### src/sv/lpcbd_pkg.sv
// Package for the length-prefixed CAN block deframer: item types and constants.
`timescale 1ns / 1ps
`default_nettype none

package lpcbd_pkg;

  // Largest accepted block length; a larger length byte halts the record
  localparam logic [7:0] MAX_BLOCK = 8'd40;

  // Header nibble masks, id alignment, data byte limit and id length offset
  localparam logic [7:0] DLC_MASK  = 8'h0F;
  localparam logic [7:0] FLAG_MASK = 8'hF0;
  localparam int unsigned IdShift  = 5;
  localparam logic [3:0] MAX_DATA  = 4'd8;
  localparam logic [5:0] ID_EXTRA  = 6'd2;

  // Parser phases, one-hot
  typedef enum logic [3:0] {
    PH_SKIP = 4'b0001,
    PH_LEN  = 4'b0010,
    PH_HDR  = 4'b0100,
    PH_BODY = 4'b1000
  } phase_e;

  // One input item
  typedef struct packed {
    logic [7:0] in_byte;
    logic       rec_last;
  } in_item_t;

  // One result item
  typedef struct packed {
    logic [3:0]  dlc;
    logic [3:0]  flag_bits;
    logic        id_present;
    logic [10:0] frame_id;
    logic [3:0]  data_len;
    logic [63:0] data_bytes;
  } out_item_t;

endpackage : lpcbd_pkg

`default_nettype wire

### src/sv/length_prefixed_can_block_deframer_top.sv
// Length-prefixed CAN block deframer: byte parser with a registered result.
// A block's result is registered and valid in the cycle after its last byte.
// Throughput: one byte per cycle; the parse state steps on each accepted byte;
// the result register frees the input side whenever it is empty or being taken.
// Reset: rst_ni clears the parser to the start of a record, skip_leading to 0
// and the result register to empty; payload registers are not reset.
`timescale 1ns / 1ps
`default_nettype none

module length_prefixed_can_block_deframer_top #(
  parameter logic [7:0] MaxBlock = lpcbd_pkg::MAX_BLOCK
) (
  input  wire logic                  clk_i,
  input  wire logic                  rst_ni,
  // byte input
  input  wire logic                  in_valid_i,
  output logic                       in_stall_o,
  input  wire lpcbd_pkg::in_item_t   in_item_i,
  // block output
  output logic                       out_valid_o,
  input  wire logic                  out_stall_i,
  output lpcbd_pkg::out_item_t       out_item_o,
  // skip_leading register write
  input  wire logic                  cfg_valid_i,
  output logic                       cfg_ready_o,
  input  wire logic [1:0]            cfg_data_i
);
  import lpcbd_pkg::*;

  // control state
  phase_e      phase_q, phase_d;
  logic [1:0]  skip_count_q, skip_count_d;
  logic        halted_q, halted_d;
  logic [1:0]  skip_leading_q;
  logic        out_valid_q, out_valid_d;

  // block payload state
  logic [5:0]  bytes_left_q, bytes_left_d;
  logic [7:0]  header_byte_q, header_byte_d;
  logic        id_flag_q, id_flag_d;
  logic [15:0] id_shift_q, id_shift_d;
  logic [63:0] data_shift_q, data_shift_d;
  logic [3:0]  data_count_q, data_count_d;
  out_item_t   out_item_q, out_item_d;

  logic        in_accept;
  logic        emit;
  logic [7:0]  b;
  logic [3:0]  hdr_dlc;
  logic [5:0]  left_dec;
  phase_e      eff_phase;

  assign cfg_ready_o = 1'b1;
  assign in_stall_o  = out_valid_q & out_stall_i;
  assign in_accept   = in_valid_i & ~in_stall_o;
  assign b           = in_item_i.in_byte;
  assign hdr_dlc     = header_byte_q[3:0];
  assign left_dec    = bytes_left_q - 6'd1;

  // per-byte parse step
  always_comb begin
    phase_d      = phase_q;
    skip_count_d = skip_count_q;
    halted_d     = halted_q;
    bytes_left_d = bytes_left_q;
    header_byte_d = header_byte_q;
    id_flag_d    = id_flag_q;
    id_shift_d   = id_shift_q;
    data_shift_d = data_shift_q;
    data_count_d = data_count_q;
    emit         = 1'b0;
    eff_phase    = phase_q;

    if (!halted_q) begin
      // skip phase: consume a byte or fall through to the length byte
      if (phase_q == PH_SKIP) begin
        if (skip_count_q < skip_leading_q) begin
          skip_count_d = skip_count_q + 2'd1;
        end else begin
          eff_phase = PH_LEN;
          phase_d   = PH_LEN;
        end
      end

      unique case (eff_phase)
        PH_LEN: begin
          if (b == 8'd0 || b > MaxBlock) begin
            halted_d = 1'b1;
          end else begin
            bytes_left_d = b[5:0];
            phase_d      = PH_HDR;
          end
        end
        PH_HDR: begin
          header_byte_d = b;
          bytes_left_d  = left_dec;
          id_flag_d     = (left_dec == ({2'b00, b[3:0]} + ID_EXTRA));
          id_shift_d    = '0;
          data_shift_d  = '0;
          data_count_d  = '0;
          if (left_dec == 6'd0) begin
            emit    = 1'b1;
            phase_d = PH_LEN;
          end else begin
            phase_d = PH_BODY;
          end
        end
        PH_BODY: begin
          if (id_flag_q && bytes_left_q > {2'b00, hdr_dlc}) begin
            id_shift_d = {id_shift_q[7:0], b};
          end else if (data_count_q < MAX_DATA) begin
            data_shift_d = data_shift_q | (64'(b) << {data_count_q[2:0], 3'b000});
            data_count_d = data_count_q + 4'd1;
          end
          bytes_left_d = left_dec;
          if (left_dec == 6'd0) begin
            emit    = 1'b1;
            phase_d = PH_LEN;
          end
        end
        PH_SKIP: begin
          // byte taken by the leading skip
        end
        default: begin
          phase_d = PH_SKIP;
        end
      endcase
    end

    // end of record restarts the parser
    if (in_item_i.rec_last) begin
      phase_d      = PH_SKIP;
      skip_count_d = '0;
      halted_d     = 1'b0;
    end
  end

  // result formed from the updated block state
  always_comb begin
    out_item_d.dlc        = header_byte_d[3:0] & DLC_MASK[3:0];
    out_item_d.flag_bits  = header_byte_d[7:4] & FLAG_MASK[7:4];
    out_item_d.id_present = id_flag_d;
    out_item_d.frame_id   = id_flag_d ? 11'(id_shift_d >> IdShift) : 11'd0;
    out_item_d.data_len   = data_count_d;
    out_item_d.data_bytes = data_shift_d;
  end

  // output valid
  always_comb begin
    out_valid_d = out_valid_q;
    if (in_accept) begin
      out_valid_d = emit;
    end else if (!out_stall_i) begin
      out_valid_d = 1'b0;
    end
  end

  // control registers
  always_ff @(posedge clk_i or negedge rst_ni) begin
    if (!rst_ni) begin
      phase_q        <= PH_SKIP;
      skip_count_q   <= '0;
      halted_q       <= 1'b0;
      skip_leading_q <= '0;
      out_valid_q    <= 1'b0;
    end else begin
      out_valid_q <= out_valid_d;
      if (cfg_valid_i && cfg_ready_o) begin
        skip_leading_q <= cfg_data_i;
      end
      if (in_accept) begin
        phase_q      <= phase_d;
        skip_count_q <= skip_count_d;
        halted_q     <= halted_d;
      end
    end
  end

  // payload registers
  always_ff @(posedge clk_i) begin
    if (in_accept) begin
      bytes_left_q  <= bytes_left_d;
      header_byte_q <= header_byte_d;
      id_flag_q     <= id_flag_d;
      id_shift_q    <= id_shift_d;
      data_shift_q  <= data_shift_d;
      data_count_q  <= data_count_d;
      if (emit) begin
        out_item_q <= out_item_d;
      end
    end
  end

  assign out_valid_o = out_valid_q;
  assign out_item_o  = out_item_q;

endmodule : length_prefixed_can_block_deframer_top

`default_nettype wire

### config.mk
export PLATFORM = sky130hd
export DESIGN_NAME = length_prefixed_can_block_deframer_top
export DESIGN_NICKNAME = d
export VERILOG_FILES = /design/src/sv/lpcbd_pkg.sv /design/src/sv/length_prefixed_can_block_deframer_top.sv
export SDC_FILE = /design/constraint.sdc
export NUM_CORES = 1
export LEC_CHECK = 0
export BUFFER_PORTS_ARGS = -buffer_cell sky130_fd_sc_hd__buf_2
export CAP_MARGIN = 20
export CORE_MARGIN = 2
export CORE_UTILIZATION = 55
export CTS_CLUSTER_SIZE = 40
export DETAILED_ROUTE_END_ITERATION = 10
export GPL_ROUTABILITY_DRIVEN = 0
export PLACE_DENSITY = 0.77
export SYNTH_ARGS = -nofsm -noshare
export SYNTH_HDL_FRONTEND = slang
export SYNTH_SLANG_ARGS = --single-unit
export TNS_END_PERCENT = 100
### constraint.sdc
create_clock -name clk_i -period 12.5 [get_ports clk_i]
set_input_delay 1.875 -clock clk_i [delete_from_list [all_inputs] [get_ports clk_i]]
set_output_delay 1.875 -clock clk_i [all_outputs]
set_load 0.005 [all_outputs]
# Yosys cells after proc, flatten, opt, wreduce, memory -nomap -nowiden
# Cells that the tools add are included.
[totals]
ff_bits = 197
elab_cells = 95
[classes]
n_bitwise = 5
order_cmp = 4
n_shift = 1
n_addsub = 4
n_eq_ne = 10
muxes = 39
reduce_logical = 14
[op_table]
columns = ["operator", "count"]
rows = [
  ["64-bit 2-to-1 mux", 3],
  ["64-bit one-hot mux with 2 select lines", 1],
  ["64-bit OR", 1],
  ["8-bit by 6-bit left shift with 64-bit output", 1],
  ["4-bit 2-to-1 mux", 11],
  ["16-bit 2-to-1 mux", 2],
  ["16-bit one-hot mux with 2 select lines", 1],
  ["8-bit 2-to-1 mux", 2],
  ["4-bit one-hot mux with 4 select lines", 1],
  ["6-bit one-hot mux with 2 select lines", 1],
  ["4-bit AND reduction", 3],
  ["1-bit 2-to-1 mux", 11],
  ["4-bit by 1-bit equality test with 1-bit output (second input constant)", 2],
  ["8-bit by 6-bit greater-than comparator with 1-bit output (second input constant)", 1],
  ["8-bit logical NOT", 1],
  ["2-bit 2-to-1 mux", 4],
  ["4-bit one-hot mux with 2 select lines", 1],
  ["2-bit nonzero test", 4],
  ["6-bit by 5-bit equality test with 1-bit output", 1],
  ["6-bit by 4-bit greater-than comparator with 1-bit output", 1],
  ["6-bit logical NOT", 1],
  ["6-bit 2-to-1 mux", 1],
  ["2-bit != test (second input constant)", 3],
  ["6-bit by 1-bit subtractor with 6-bit output (second input constant)", 1],
  ["15 further kinds", 18],
]

# Logic depth before layout (Yosys ltp)
[logic_depth]
depth_word = 9
depth_mapped = 10
mapped_depth_nobuf = 7

# Worst setup path after synthesis
# No wires, ideal clock.
[synth_timing]
kind = "input port to flip-flop"
start = "input port out_stall_i"
end = "register out_item_q, in the netlist out_item_o[0], enable pin"
cell_stages = 3
setup_ns = 0.642
t_arrival_ns = 8.147
t_required_ns = 11.858
path_buffers = 0
path_slack_ns = 3.711
path_cell_list = "nand2_1 nand2_1 nor3_1"
[synth_via]
elab_chain_cells = 4
[synth_rtl]
columns = ["element", "line_no", "text"]
rows = [
  ["start, declared", "length_prefixed_can_block_deframer_top.sv:21", "input wire logic out_stall_i,"],
  ["1-bit AND", "length_prefixed_can_block_deframer_top.sv:54", "assign in_stall_o = out_valid_q & out_stall_i;"],
  ["1-bit NOT", "length_prefixed_can_block_deframer_top.sv:55", "assign in_accept = in_valid_i & ~in_stall_o;"],
  ["1-bit AND", "length_prefixed_can_block_deframer_top.sv:55", ""],
  ["2-bit AND reduction (no line)", "-", ""],
  ["end signal, assigned", "length_prefixed_can_block_deframer_top.sv:189", "out_item_q <= out_item_d;"],
  ["end, declared", "length_prefixed_can_block_deframer_top.sv:44", "out_item_t out_item_q, out_item_d;"],
]
# No other way between the ends.
# A chain may end at the register's enable or synchronous reset.

# Final worst setup path
[layout_timing]
start = "input port out_stall_i"
end = "output port in_stall_o"
[layout_via]
elab_chain_cells = 1
[layout_rtl]
columns = ["element", "line_no", "text"]
rows = [
  ["1-bit AND", "length_prefixed_can_block_deframer_top.sv:54", ""],
  ["end, declared", "length_prefixed_can_block_deframer_top.sv:17", "output logic in_stall_o,"],
]
# No other way between the ends.

==> results.sh <==
export IMPL_synthTopCellsByArea="edfxtp_1 69%, nand2_1 4.6%, o21ai_0 4.0%, dfrtp_1 2.8%, a21oi_1 1.4%"
export IMPL_setup_slack_ns=8.42
export IMPL_post_cts_setup_buffers=0
export IMPL_dp_hpwl_mm=11.0
export IMPL_core_area_um2=14500
export IMPL_hold_path_end="phase_q[0]"
export IMPL_cp_top_family="buffers and inverters"
export IMPL_synth_top_area_frac=0.692
export IMPL_arrival_ns=2.21
export IMPL_netlist_top_cells_count="187 x edfxtp_1, 100 x nand2_1, 65 x o21ai_0"
export IMPL_nNetsFinal=720
export IMPL_status="complete, no violations"
export IMPL_finClkSkew_ns=0.0104
export IMPL_synth_warnings=0
export IMPL_wl_per_cell_um=19.2
export IMPL_slew_viol_final=0
export IMPL_cpMaxStageDelayCell="buf_2"
export IMPL_irDropWorstVdd_mv=0.104
export IMPL_grt_pass1_vias=5127
export IMPL_cpMostUsedCell="buf_2"
export IMPL_ctsHoldBuffers=0
export IMPL_grt_antenna_before_repair=0
export IMPL_cap_violations=0
export IMPL_synthSimpleGateAreaFrac=0.112
export IMPL_cts_num_sinks=197
export IMPL_synth_async_sr_flop_share=0.0508
export IMPL_synth_cell_types=58
export IMPL_grt_total_usage=0.222
export IMPL_ant_nets=0
export IMPL_cp_slowest_stage_delay_ns=0.11
export IMPL_fin_crit_sh=0.327
export IMPL_worstSetupPathType="input pin to primary output"
export IMPL_grt_max_degree=89
export IMPL_start_util=0.560
export IMPL_cp_num_buf_inv=3
export IMPL_vias_per_cell=5.96
export IMPL_cts_buffers=17
export IMPL_die_area_um2=15700
export IMPL_finalHoldViolCount=0
export IMPL_multi_input_area_um2=2070
export IMPL_layout_drive_gt1_share=0.244
export IMPL_overflow=0
export IMPL_syn_avg_cell_area_um2=13.7
export IMPL_synth_xor_area_frac=0.0108
export IMPL_drc_errors=0
export IMPL_drt_pre_antenna_iters=6
export IMPL_worst_pin_slew_ns=0.892
export IMPL_cts_htree_levels=4
export IMPL_whs_path_depth=2
export IMPL_max_freq_ghz=0.245
export IMPL_drtIter0Drc=641
export IMPL_cp_start_kind="input pin"
export IMPL_clk_path_buf_depth=2
export IMPL_clkTransAtPathRegs_ns=0.07
export IMPL_yosys_area_top_type="edfxtp_1"
export IMPL_synth_fa_ha_area_frac=0.0139
export IMPL_die_y_um=125
export IMPL_worstPathMaxFanout=3
export IMPL_hold_start="phase_q[0]"
export IMPL_place_ws_ns=8.42
export IMPL_area_delta_synth_final_pct=16.1
export IMPL_synth_compound_area_frac=0.104
export IMPL_power_leakage_uw=0.00360
export IMPL_syn_cell_area_um2=8110
export IMPL_hp_class="flop to flop"
export IMPL_syn_inst=594
export IMPL_cts_root_buf="clkbuf_16"
export IMPL_die_x_um=125
export IMPL_fill_cells=1022
export IMPL_r2r_end="out_item_o[22]"
export IMPL_io_pins=107
export IMPL_r2r_setup_slack_ns=8.91
export IMPL_synth_top_family_by_area="simple AND/OR/NAND/NOR gates"
export IMPL_setup_viol=0
export IMPL_diodes=0
export IMPL_power_density_nw_per_um2=156
export IMPL_fin_crit_ns=4.08
export IMPL_ys_seq_elements=197
export IMPL_relSlewSlack=0.398
export IMPL_yosysMostFrequentCell="edfxtp_1"
export IMPL_synthMuxAreaShare=0.0137
export IMPL_synth_main_ff_cell="edfxtp_1"
export IMPL_path_cells="buf_2 > nand2_1 > inv_1 > buf_2"
export IMPL_rows=44
export IMPL_seqCellArea_um2=5870
export IMPL_synth_edff_count=187
export IMPL_wirelength_mm=17.1
export IMPL_rsz0062_at_grt="no"
export IMPL_setup_tns_ns=0
export IMPL_reg2reg_from="bytes_left_q[0]"
export IMPL_cts_tree="yes"
export IMPL_r2r_cells=9
export IMPL_syn_nets=619
export IMPL_clk_latency_ns=0.44
export IMPL_grt_pass1_wl_mm=27.0
export IMPL_cp_required_ns=10.62
export IMPL_endpoint_kind="primary output"
export IMPL_synth_seq_area_share=0.723
export IMPL_vias=5316
export IMPL_cts_resized=0
export IMPL_port_buffers=105
-- through the flow --
stage	std cells	hold slack [ns]	power, µW	util	cell area [µm²]
after detailed placement	858	0.498	910	0.606	8770
after global routing	892	0.525	1510	0.650	9420
after CTS	890	0.509	1470	0.648	9380
after floorplan	594	0.467	873	-	8110
final	892	0.506	1470	0.650	9420
after global placement	858	0.485	903	0.606	8770
-- worst max path at each step --
stage | depth (start not counted) | start | endpoint
after global routing | 4 | out_stall_i | in_stall_o
after floorplan | 3 | out_stall_i | out_item_o[0]
final | 4 | out_stall_i | in_stall_o
after detailed placement | 4 | out_stall_i | in_stall_o
after global placement | 4 | out_stall_i | in_stall_o
after CTS | 4 | out_stall_i | in_stall_o
-- tightest hold or removal path, cell delays in order (launching register included) --
cell and delay, ns:
dfstp_2 0.40, inv_1 0.05, a21oi_1 0.05
-- routing by layer --
| layer | up-vias | GRT usage | share of wire |
|---|---|---|---|
| met5 | - | 0 | 0 |
| met4 | 0 | 0.0869 | 0.019 |
| met3 | 29 | 0.0471 | 0.070 |
| met2 | 248 | 0.352 | 0.49 |
| met1 | 2610 | 0.304 | 0.42 |
| li1 | 2429 | - | - |
-- state kept, by name, summed over array words and instances (netlist names) --
name	flops
out_item_o	88
data_shift_q	64
id_shift_q	16
header_byte_q	8
bytes_left_q	6
data_count_q	4
phase_q	4
skip_count_q	2
skip_leading_q	2
halted_q	1
id_flag_q	1
out_valid_o	1
-- logic make-up after synthesis --
group / Yosys count
AOI/OAI and AO/OA: 134
xor gates and xnor gates: 10
adders and majority gates: 9
buffers and inverters: 40
DFF: 197
muxes: 10
other: 1
and+or+nand+nor: 193
-- layout by cell type (no fill, tap or decap), drive strengths merged, types with 3 or more instances in the layout --
cell type and instances:
buf 111, nor3 12, nor2b 4, mux2 9, nor2 19, clkinv 9, nand4 5, nand2 100
ha 9, bufinv 4, nand2b 12, a211oi 3, a32o 3, o311ai 3, inv 11, a22oi 11
xnor2 7, xor2 3, edfxtp 187, dfrtp 9, o21ai 76, clkbuf 18, a21oi 24, nand3 17
and3 7
-- power breakdown --
group          switching (µW)  internal [µW]  leakage [µW]
clock                     235            333      0.000297
sequential               25.3            753       0.00189
combinational            76.8           45.1       0.00141
total                     337           1130       0.00360
-- layout make-up --
class,count,share of cell area
flip-flops and latches,197,0.623
multi-input cells,357,0.220
well taps,184,0.0244
clock inverters,14,0.0195
clock buffers,18,0.0456
inverters,11,0.00452
repair buffers,111,0.0627
Note: power is estimated with default switching activity, not from simulation.
